[src/mdsa_pkg.sv]
// Shared constants, types and command/status structs for the seat allocator.
package mdsa_pkg;

  localparam int MAX_SLOTS     = 256;
  localparam int SLOTS_PER_ROW = 4;
  localparam int NUM_ROWS      = MAX_SLOTS / SLOTS_PER_ROW;
  localparam int ROW_AW        = $clog2(NUM_ROWS);
  localparam int ROW_SEL_W     = $clog2(SLOTS_PER_ROW);
  localparam int SLOT_W        = 8;
  localparam int NSEAT_W       = 9;

  localparam logic [NSEAT_W-1:0] NSEAT_RESET = NSEAT_W'(MAX_SLOTS);
  localparam logic               ACT_ALLOC   = 1'b0;
  localparam logic               ACT_RELEASE = 1'b1;

  typedef logic [SLOT_W-1:0]        slot_t;
  typedef logic [NSEAT_W-1:0]       nseat_t;
  typedef logic [ROW_AW-1:0]        row_addr_t;
  typedef logic [SLOTS_PER_ROW-1:0] row_bits_t;

  typedef struct packed {
    logic      capture;
    logic      scan_clr;
    logic      scan_rd;
    row_addr_t scan_row;
    logic      fin;
    logic      alloc_rd;
    logic      alloc_wr;
    logic      rel_rd;
    logic      rel_wr;
    logic      out_load;
  } mdsa_cmd_t;

  typedef struct packed {
    logic res_full;
    logic out_busy;
  } mdsa_sts_t;

endpackage

[src/mdsa_if.sv]
// Request, response and configuration channel interfaces.
interface mdsa_req_if import mdsa_pkg::*; ();
  logic  valid;
  logic  ready;
  logic  action;
  slot_t slot_index;

  modport source (output valid, output action, output slot_index, input ready);
  modport sink   (input valid, input action, input slot_index, output ready);
endinterface

interface mdsa_rsp_if import mdsa_pkg::*; ();
  logic  valid;
  logic  ready;
  slot_t chosen_slot;
  logic  row_full;

  modport source (output valid, output chosen_slot, output row_full, input ready);
  modport sink   (input valid, input chosen_slot, input row_full, output ready);
endinterface

interface mdsa_cfg_if import mdsa_pkg::*; ();
  logic   valid;
  logic   ready;
  nseat_t num_seats;

  modport source (output valid, output num_seats, input ready);
  modport sink   (input valid, input num_seats, output ready);
endinterface

[src/mdsa_ram.sv]
// Generic simple dual-port RAM with registered read data.
module mdsa_ram #(
  parameter int WIDTH = 4,
  parameter int DEPTH = 64
) (
  input  logic                     clk,
  input  logic                     we,
  input  logic [$clog2(DEPTH)-1:0] waddr,
  input  logic [WIDTH-1:0]         wdata,
  input  logic [$clog2(DEPTH)-1:0] raddr,
  output logic [WIDTH-1:0]         rdata
);

  logic [WIDTH-1:0] mem [DEPTH];

  always_ff @(posedge clk) begin
    if (we) begin
      mem[waddr] <= wdata;
    end
    rdata <= mem[raddr];
  end

endmodule

[src/mdsa_dp.sv]
// Datapath: occupancy memory, gap scan, result and configuration registers.
module mdsa_dp import mdsa_pkg::*; (
  input  logic      clk,
  input  logic      rst_n,
  input  mdsa_cmd_t cmd,
  output mdsa_sts_t sts,
  input  slot_t     in_slot_index,
  input  logic      cfg_valid,
  input  nseat_t    cfg_num_seats,
  input  logic      out_ready,
  output logic      out_valid,
  output slot_t     out_chosen_slot,
  output logic      out_row_full
);

  nseat_t                  num_seats_r;
  slot_t                   idx_r;
  logic [NUM_ROWS-1:0]     row_valid_r;
  row_addr_t               rd_row_r;
  logic                    proc_r;
  logic                    any_r, any_nxt;
  logic                    found_r, found_nxt;
  slot_t                   prev_r, prev_nxt;
  slot_t                   best_dist_r, best_dist_nxt;
  slot_t                   best_slot_r, best_slot_nxt;
  slot_t                   res_slot_r, res_slot_nxt;
  logic                    res_full_r, res_full_nxt;
  logic                    out_valid_r;
  slot_t                   chosen_r;
  logic                    full_r;

  nseat_t    n_w;
  logic      rel_ok;
  row_addr_t raddr;
  row_bits_t rdata;
  row_bits_t row_eff;
  logic      we;
  row_bits_t wdata;
  slot_t     wr_slot;
  nseat_t    trail_w;
  slot_t     last_slot;

  always_comb begin
    if (num_seats_r == '0) begin
      n_w = NSEAT_W'(1);
    end else if (num_seats_r > NSEAT_W'(MAX_SLOTS)) begin
      n_w = NSEAT_W'(MAX_SLOTS);
    end else begin
      n_w = num_seats_r;
    end
  end

  assign rel_ok  = {1'b0, idx_r} < n_w;
  assign row_eff = row_valid_r[rd_row_r] ? rdata : '0;

  always_comb begin
    if (cmd.scan_rd) begin
      raddr = cmd.scan_row;
    end else if (cmd.alloc_rd) begin
      raddr = res_slot_r[SLOT_W-1:ROW_SEL_W];
    end else if (cmd.rel_rd) begin
      raddr = idx_r[SLOT_W-1:ROW_SEL_W];
    end else begin
      raddr = rd_row_r;
    end
  end

  assign wr_slot = cmd.alloc_wr ? res_slot_r : idx_r;
  assign we      = cmd.alloc_wr || (cmd.rel_wr && rel_ok);

  always_comb begin
    wdata = row_eff;
    wdata[wr_slot[ROW_SEL_W-1:0]] = cmd.alloc_wr;
  end

  mdsa_ram #(
    .WIDTH (SLOTS_PER_ROW),
    .DEPTH (NUM_ROWS)
  ) u_occ_ram (
    .clk   (clk),
    .we    (we),
    .waddr (rd_row_r),
    .wdata (wdata),
    .raddr (raddr),
    .rdata (rdata)
  );

  // Walk the four slots of the row that just came out of memory.
  always_comb begin
    logic       any_v, found_v;
    slot_t      prev_v, dist_v, slot_v, d_v, cand_v;
    nseat_t     sum_v;
    any_v   = any_r;
    found_v = found_r;
    prev_v  = prev_r;
    dist_v  = best_dist_r;
    slot_v  = best_slot_r;
    for (int k = 0; k < SLOTS_PER_ROW; k++) begin
      cand_v = {rd_row_r, ROW_SEL_W'(k)};
      d_v    = '0;
      sum_v  = '0;
      if (proc_r && row_eff[k] && ({1'b0, cand_v} < n_w)) begin
        if (!any_v) begin
          d_v = cand_v;
          sum_v = '0;
        end else begin
          d_v   = (cand_v - prev_v) >> 1;
          sum_v = {1'b0, cand_v} + {1'b0, prev_v};
        end
        if ((d_v != '0) && (!found_v || (d_v > dist_v))) begin
          found_v = 1'b1;
          dist_v  = d_v;
          slot_v  = sum_v[NSEAT_W-1:1];
        end
        any_v  = 1'b1;
        prev_v = cand_v;
      end
    end
    any_nxt       = any_v;
    found_nxt     = found_v;
    prev_nxt      = prev_v;
    best_dist_nxt = dist_v;
    best_slot_nxt = slot_v;
  end

  assign trail_w   = n_w - NSEAT_W'(1) - {1'b0, prev_r};
  assign last_slot = SLOT_W'(n_w - NSEAT_W'(1));

  always_comb begin
    res_slot_nxt = res_slot_r;
    res_full_nxt = res_full_r;
    if (cmd.fin) begin
      res_slot_nxt = best_slot_r;
      res_full_nxt = !found_r;
      if (!any_r) begin
        res_slot_nxt = '0;
        res_full_nxt = 1'b0;
      end else if ((trail_w[SLOT_W-1:0] != '0) &&
                   (!found_r || (trail_w[SLOT_W-1:0] > best_dist_r))) begin
        res_slot_nxt = last_slot;
        res_full_nxt = 1'b0;
      end
    end
  end

  always_ff @(posedge clk) begin
    if (!rst_n) begin
      num_seats_r <= NSEAT_RESET;
      row_valid_r <= '0;
      proc_r      <= 1'b0;
      out_valid_r <= 1'b0;
    end else begin
      if (cfg_valid) begin
        num_seats_r <= cfg_num_seats;
      end
      if (we) begin
        row_valid_r[rd_row_r] <= 1'b1;
      end
      proc_r <= cmd.scan_rd;
      if (cmd.out_load) begin
        out_valid_r <= 1'b1;
      end else if (out_ready) begin
        out_valid_r <= 1'b0;
      end
    end
  end

  always_ff @(posedge clk) begin
    rd_row_r   <= raddr;
    res_slot_r <= res_slot_nxt;
    res_full_r <= res_full_nxt;
    if (cmd.capture) begin
      idx_r <= in_slot_index;
    end
    if (cmd.scan_clr) begin
      any_r       <= 1'b0;
      found_r     <= 1'b0;
      prev_r      <= '0;
      best_dist_r <= '0;
      best_slot_r <= '0;
    end else begin
      any_r       <= any_nxt;
      found_r     <= found_nxt;
      prev_r      <= prev_nxt;
      best_dist_r <= best_dist_nxt;
      best_slot_r <= best_slot_nxt;
    end
    if (cmd.out_load) begin
      chosen_r <= res_full_r ? '0 : res_slot_r;
      full_r   <= res_full_r;
    end
  end

  assign sts.res_full    = res_full_r;
  assign sts.out_busy    = out_valid_r && !out_ready;
  assign out_valid       = out_valid_r;
  assign out_chosen_slot = chosen_r;
  assign out_row_full    = full_r;

endmodule

[src/mdsa_ctrl.sv]
// Controller state machine that sequences release, scan and allocate.
module mdsa_ctrl import mdsa_pkg::*; (
  input  logic      clk,
  input  logic      rst_n,
  input  logic      in_valid,
  input  logic      in_action,
  output logic      in_ready,
  input  mdsa_sts_t sts,
  output mdsa_cmd_t cmd
);

  typedef enum logic [8:0] {
    S_IDLE     = 9'b000000001,
    S_REL_RD   = 9'b000000010,
    S_REL_WR   = 9'b000000100,
    S_SCAN     = 9'b000001000,
    S_DRAIN    = 9'b000010000,
    S_FIN      = 9'b000100000,
    S_ALLOC_RD = 9'b001000000,
    S_ALLOC_WR = 9'b010000000,
    S_RESULT   = 9'b100000000
  } state_t;

  state_t    state_r, state_nxt;
  row_addr_t cnt_r, cnt_nxt;

  always_comb begin
    state_nxt = state_r;
    cnt_nxt   = cnt_r;
    in_ready  = 1'b0;
    cmd       = '0;
    cmd.scan_row = cnt_r;
    case (state_r)
      S_IDLE: begin
        in_ready = 1'b1;
        if (in_valid) begin
          cmd.capture = 1'b1;
          if (in_action == ACT_RELEASE) begin
            state_nxt = S_REL_RD;
          end else begin
            cmd.scan_clr = 1'b1;
            cnt_nxt      = '0;
            state_nxt    = S_SCAN;
          end
        end
      end
      S_REL_RD: begin
        cmd.rel_rd = 1'b1;
        state_nxt  = S_REL_WR;
      end
      S_REL_WR: begin
        cmd.rel_wr = 1'b1;
        state_nxt  = S_IDLE;
      end
      S_SCAN: begin
        cmd.scan_rd = 1'b1;
        cnt_nxt     = cnt_r + ROW_AW'(1);
        if (cnt_r == ROW_AW'(NUM_ROWS - 1)) begin
          state_nxt = S_DRAIN;
        end
      end
      S_DRAIN: begin
        state_nxt = S_FIN;
      end
      S_FIN: begin
        cmd.fin   = 1'b1;
        state_nxt = S_ALLOC_RD;
      end
      S_ALLOC_RD: begin
        if (sts.res_full) begin
          state_nxt = S_RESULT;
        end else begin
          cmd.alloc_rd = 1'b1;
          state_nxt    = S_ALLOC_WR;
        end
      end
      S_ALLOC_WR: begin
        cmd.alloc_wr = 1'b1;
        state_nxt    = S_RESULT;
      end
      S_RESULT: begin
        if (!sts.out_busy) begin
          cmd.out_load = 1'b1;
          state_nxt    = S_IDLE;
        end
      end
      default: begin
        state_nxt = S_IDLE;
      end
    endcase
  end

  always_ff @(posedge clk) begin
    if (!rst_n) begin
      state_r <= S_IDLE;
      cnt_r   <= '0;
    end else begin
      state_r <= state_nxt;
      cnt_r   <= cnt_nxt;
    end
  end

`ifndef SYNTH
  a_scan_ends: assert property (@(posedge clk) disable iff (!rst_n)
    (state_r == S_SCAN && cnt_r == ROW_AW'(NUM_ROWS - 1)) |=> (state_r == S_DRAIN))
    else $error("Scan did not end after the last row.");

  a_load_free: assert property (@(posedge clk) disable iff (!rst_n)
    cmd.out_load |-> !sts.out_busy)
    else $error("Result loaded over a waiting result.");

  a_alloc_starts_scan: assert property (@(posedge clk) disable iff (!rst_n)
    (in_valid && in_ready && in_action == ACT_ALLOC) |=>
      (state_r == S_SCAN && cnt_r == '0))
    else $error("Allocate request did not start a scan at row zero.");

  a_no_write_when_full: assert property (@(posedge clk) disable iff (!rst_n)
    cmd.alloc_wr |-> !sts.res_full)
    else $error("Slot marked while the row was full.");
`endif

endmodule

[src/max_distance_seat_allocator.sv]
// Top level of the max-distance seat allocator.
// Each release request goes through accept, row read and row write, and gives
// no response. For an allocate request, the occupancy map sits in a 64-row
// memory of four slots per row, and the scan reads one row per cycle for all
// 64 rows, followed by a drain state, a decision state and, unless the row is
// full, a read and write of the chosen row before the response is loaded. A new
// request is taken only once the previous one is finished, while a response may
// still wait at the output. The map reads as all free after reset without a
// clearing pass, and num_seats may be written at any time the block is idle.
module max_distance_seat_allocator import mdsa_pkg::*; (
  input  logic              clk,
  input  logic              rst_n,
  mdsa_req_if.sink          in_req,
  mdsa_rsp_if.source        out_rsp,
  mdsa_cfg_if.sink          cfg_wr
);

  mdsa_cmd_t cmd;
  mdsa_sts_t sts;
  logic      in_ready;

  assign in_req.ready = in_ready;
  assign cfg_wr.ready = 1'b1;

  mdsa_ctrl u_ctrl (
    .clk       (clk),
    .rst_n     (rst_n),
    .in_valid  (in_req.valid),
    .in_action (in_req.action),
    .in_ready  (in_ready),
    .sts       (sts),
    .cmd       (cmd)
  );

  mdsa_dp u_dp (
    .clk             (clk),
    .rst_n           (rst_n),
    .cmd             (cmd),
    .sts             (sts),
    .in_slot_index   (in_req.slot_index),
    .cfg_valid       (cfg_wr.valid),
    .cfg_num_seats   (cfg_wr.num_seats),
    .out_ready       (out_rsp.ready),
    .out_valid       (out_rsp.valid),
    .out_chosen_slot (out_rsp.chosen_slot),
    .out_row_full    (out_rsp.row_full)
  );

endmodule

[src/flat_wrapper.sv]
// flat-port wrapper written by rule: the top's interface ports become plain ports
module max_distance_seat_allocator_flat import mdsa_pkg::*;
  (clk, rst_n, in_req_valid, in_req_action, in_req_slot_index, in_req_ready, out_rsp_valid, out_rsp_chosen_slot, out_rsp_row_full, out_rsp_ready, cfg_wr_valid, cfg_wr_num_seats, cfg_wr_ready);
  mdsa_req_if in_req_i ();
  mdsa_rsp_if out_rsp_i ();
  mdsa_cfg_if cfg_wr_i ();
  input  logic clk;
  input  logic rst_n;
  input wire logic [$bits(in_req_i.valid)-1:0] in_req_valid;
  input wire logic [$bits(in_req_i.action)-1:0] in_req_action;
  input wire logic [$bits(in_req_i.slot_index)-1:0] in_req_slot_index;
  output wire logic [$bits(in_req_i.ready)-1:0] in_req_ready;
  output wire logic [$bits(out_rsp_i.valid)-1:0] out_rsp_valid;
  output wire logic [$bits(out_rsp_i.chosen_slot)-1:0] out_rsp_chosen_slot;
  output wire logic [$bits(out_rsp_i.row_full)-1:0] out_rsp_row_full;
  input wire logic [$bits(out_rsp_i.ready)-1:0] out_rsp_ready;
  input wire logic [$bits(cfg_wr_i.valid)-1:0] cfg_wr_valid;
  input wire logic [$bits(cfg_wr_i.num_seats)-1:0] cfg_wr_num_seats;
  output wire logic [$bits(cfg_wr_i.ready)-1:0] cfg_wr_ready;
  assign in_req_i.valid = in_req_valid;
  assign in_req_i.action = in_req_action;
  assign in_req_i.slot_index = in_req_slot_index;
  assign in_req_ready = in_req_i.ready;
  assign out_rsp_valid = out_rsp_i.valid;
  assign out_rsp_chosen_slot = out_rsp_i.chosen_slot;
  assign out_rsp_row_full = out_rsp_i.row_full;
  assign out_rsp_i.ready = out_rsp_ready;
  assign cfg_wr_i.valid = cfg_wr_valid;
  assign cfg_wr_i.num_seats = cfg_wr_num_seats;
  assign cfg_wr_ready = cfg_wr_i.ready;
  max_distance_seat_allocator u_core (.clk(clk), .rst_n(rst_n), .in_req(in_req_i), .out_rsp(out_rsp_i), .cfg_wr(cfg_wr_i));
endmodule
[config.mk]
export PLATFORM = sky130hd
export DESIGN_NAME = max_distance_seat_allocator_flat
export DESIGN_NICKNAME = d
export VERILOG_FILES = /design/src/mdsa_pkg.sv /design/src/mdsa_if.sv /design/src/mdsa_ram.sv /design/src/mdsa_dp.sv /design/src/mdsa_ctrl.sv /design/src/max_distance_seat_allocator.sv /design/src/flat_wrapper.sv
export SDC_FILE = /design/constraint.sdc
export NUM_CORES = 1
export LEC_CHECK = 0
export ABC_AREA = 1
export BUFFER_PORTS_ARGS = -buffer_cell sky130_fd_sc_hd__buf_4
export CAP_MARGIN = 0
export CORE_MARGIN = 2
export CORE_UTILIZATION = 50
export DETAILED_ROUTE_END_ITERATION = 6
export GPL_ROUTABILITY_DRIVEN = 0
export PLACE_DENSITY = 0.63
export SETUP_SLACK_MARGIN = 0.02
export SLEW_MARGIN = 20
export SYNTH_ARGS = -nofsm -noshare
export SYNTH_HDL_FRONTEND = slang
export SYNTH_SLANG_ARGS = --single-unit
[constraint.sdc]
create_clock -name clk -period 9 [get_ports clk]
set_clock_uncertainty 0.15 [all_clocks]
set_input_delay 0.45 -clock clk [delete_from_list [all_inputs] [get_ports clk]]
set_output_delay 0.45 -clock clk [all_outputs]
set_load 0.02 [all_outputs]
==> flow_summary.toml <==
[run_status]
outcome = "complete, no violations"

[critical_path]
startpoint = "u_core.u_dp.num_seats_r[0]$_SDFFE_PN0P_"
end_kind = "flop"
start_kind = "flop"
crit_type = "flop to flop"
worstPathMaxFanout = 12
required_ns = 9.29
cpMaxStageDelayCell = "ha_1"
r2r_start = "u_core.u_dp.num_seats_r[0]$_SDFFE_PN0P_"
max_stage_delay_ns = 0.40
crit_top_cell = "nand2_1"
cp_data_arrival_time_ns = 8.70

[place]
hpwl_mm = 41.5
dp.cells = 3058
io_buffers = 33
postPlaceCellArea_mm2 = 0.0228

[global_routing]
grt_pass1_vias = 17200
busiest_layer = "met2"
grt_pass1_wl_mm = 95.8
grtUsageMet1_pct = 35.4
grtUsageMet3_pct = 3.90
track_usage_pct = 27.5
grt_max_degree = 90
grt_overflow = 0
grt_util_met2_pct = 46.3
antenna_found_initial = 0

[drt]
drc = 0
viasPerCell = 5.64
drtPass1Iterations = 6
wl_per_cell_um = 19.6
drtAntennaViolNets = 0
via_count = 17900
routed_wl_mm = 62.2
initialDrtViolationCount = 1559

[floorplanning]
start_util_pct = 50.8
num_rows = 76
die_w_um = 213
die_h_um = 213
die_area_mm2 = 0.0456
io_pins = 35
coreArea_mm2 = 0.0432

[run]
maxCapViolCount = 0

[yosys]
synth-edff-count = 282
ys_seq_area_share_pct = 50.1
ys_ff_latch = 408
ys_warn_count = 0
ys_types = 61
syn_nets = 2652
synth_async_sr_flop_share_pct = 0
syn_area_per_cell_um2 = 8.75
ys.flop_type = "edfxtp_1"
synth_cells = 2508
synthesis.area_mm2 = 0.0219

[hold_path]
hold_path_class = "input port to flop"
hold_path_startpoint = "cfg_wr_num_seats[7]"

[finish]
antenna_cells = 0
utilization_pct = 56.9
areaGrowthSynthToFinish_pct = 12.0
final_cells = 3171
layout-drive-gt1-share_pct = 10.2
nNetsFinal = 2694
design_area_mm2 = 0.0246

[sta]
worst_pin_slew_ns = 1.01
setup_viol = 0
post-route-period-util_pct = 93.4
hold_viol = 0
period_minus_slack_ns = 8.41
relSlewSlack_pct = 32.2
fmax_ghz = 0.119
drv_slew = 0

[power_and_ir_drop]
p_total_mw = 7.25
pwr_density_cell_mw_per_mm2 = 295
p_leak_nw = 9.70
ir_worst_vdd_mv = 0.181

[clocking]
cts_root_buf = "clkbuf_16"
cts_tree = "yes"
clk_pin_slew_ns = 0.06
insertion_delay_ns = 0.58
htreeDepth = 2
cts_sinks = 408
clock_path_buffers = 3
cts-buffers-inserted = 44
-- report_power, final --
part	total, mW	leakage (nW)	internal (mW)	switching [mW]
sequential	2.31	3.63	2.24	0.0765
combinational	3.13	5.37	0.939	2.19
clock	1.81	0.698	1.06	0.751
-- what timing repair did --
action / 4_1_cts / 5_1_grt
cloned: 0 / 4
hold buffers: 14 / 0
resized for setup: 1 / 26
buffers inserted: 0 / 13
hold endpoints to repair: 14 / 0
pin swaps: 0 / 10
endpoints found under the setup margin: 9 / 16
-- synthesized netlist by cell type, types with 6 or more instances --
| cell | n | area, um^2 |
|---|---|---|
| nor3_1 | 36 | 180 |
| ha_1 | 115 | 1440 |
| o21ai_0 | 219 | 1100 |
| clkbuf_1 | 68 | 255 |
| nand2_4 | 10 | 113 |
| nand3_1 | 107 | 536 |
| buf_6 | 10 | 113 |
| nand2_1 | 350 | 1310 |
| buf_4 | 8 | 60.1 |
| a21oi_1 | 89 | 445 |
| fa_1 | 6 | 120 |
| o22ai_1 | 38 | 238 |
| inv_2 | 21 | 78.8 |
| nor4_1 | 6 | 37.5 |
| nor2_1 | 435 | 1630 |
| xor2_1 | 22 | 193 |
| o21ai_2 | 6 | 52.6 |
| nand4_1 | 20 | 125 |
| o221ai_1 | 35 | 307 |
| o21ai_1 | 30 | 150 |
| inv_1 | 295 | 1110 |
| nand3_2 | 13 | 130 |
| buf_2 | 13 | 65.1 |
| edfxtp_1 | 282 | 8470 |
| dfxtp_1 | 126 | 2520 |
| o211ai_1 | 50 | 375 |
| or2_2 | 8 | 50.1 |
-- worst paths after layout --
check,end,slack (ns),cells past startpoint
worst max-delay path,u_core.u_dp.best_dist_r[6]$_SDFF_PP0_,0.59,63
worst min-delay path,u_core.u_dp.num_seats_r[7]$_SDFFE_PN0P_,0.04,3
worst min register to register,u_core.u_dp.row_valid_r[19]$_SDFFE_PN0N_,0.31,2
worst max register to register,u_core.u_dp.best_dist_r[6]$_SDFF_PP0_,0.59,63
-- flip-flops by register name, indices dropped and copies added, names as in the netlist, 9 cells and up --
register                   flops
u_core.u_dp.row_valid_r       64
u_core.u_ctrl.state_r          9
u_core.u_dp.u_occ_ram.mem    256
u_core.u_dp.num_seats_r        9
-- critical path: cells and delay by family, from the launching register on --
| family | cells | cell delay [ns] |
|---|---|---|
| buffers and inverters | 14 | 1.36 |
| and+or+nand+nor | 34 | 3.34 |
| adders and majority gates | 5 | 1.48 |
| xor gates and xnor gates | 1 | 0.13 |
| AOI/OAI and AO/OA | 9 | 1.46 |
| DFF | 1 | 0.33 |
-- cells in the final DEF (no fill, tap or decap), drive strengths merged, types with 5 or more instances in the layout --
cell type,n
dfxtp,126
nand2,367
a21oi,90
o211ai,50
nor3,40
o21ai,255
dlygate4sd3,14
nor2,443
nand3,126
buf,83
xor2,22
nand4,20
clkbuf,64
nand3b,5
o221ai,35
xnor2,5
inv,319
fa,6
or2,11
nor4,6
clkinv,17
ha,115
edfxtp,282
o21bai,6
o22ai,39
-- layer usage --
metal / wire length [um] / share of wire [%]
met5: 0 / 0
met4: 2800 / 4.5
met3: 4130 / 6.6
met2: 29600 / 48
met1: 25700 / 41
-- stage by stage --
step | TNS (ns) | setup WS [ns] | hold slack [ns]
floorplan | 0 | 0.946 | 0.274
global placement | 0 | 0.452 | 0.292
detailed placement | 0 | 0.0688 | 0.298
CTS | 0 | 0.0814 | 0.0155
global route | -0.915 | -0.114 | 0.0422
finish | 0 | 0.592 | 0.0362
-- area by class of cell --
cell class	instances	area, um^2
timing repair buffer	97	771
tap	585	732
clock inverter	18	188
inverter	323	1230
clock buffer	64	1250
fill	3960	18600
multi-input combinational	1676	9390
sequential	408	11000
-- kinds of logic after synthesis --
family,share of synthesized area [%]
AND/OR/NAND/NOR,20.0
flip-flops,50.1
adder cells (fa/ha/maj),7.11
XOR/XNOR,1.08
AO/OA/AOI/OAI,13.7
other,0.0171
buffers and inverters,7.99
Note: power is estimated with default switching activity, not from simulation.
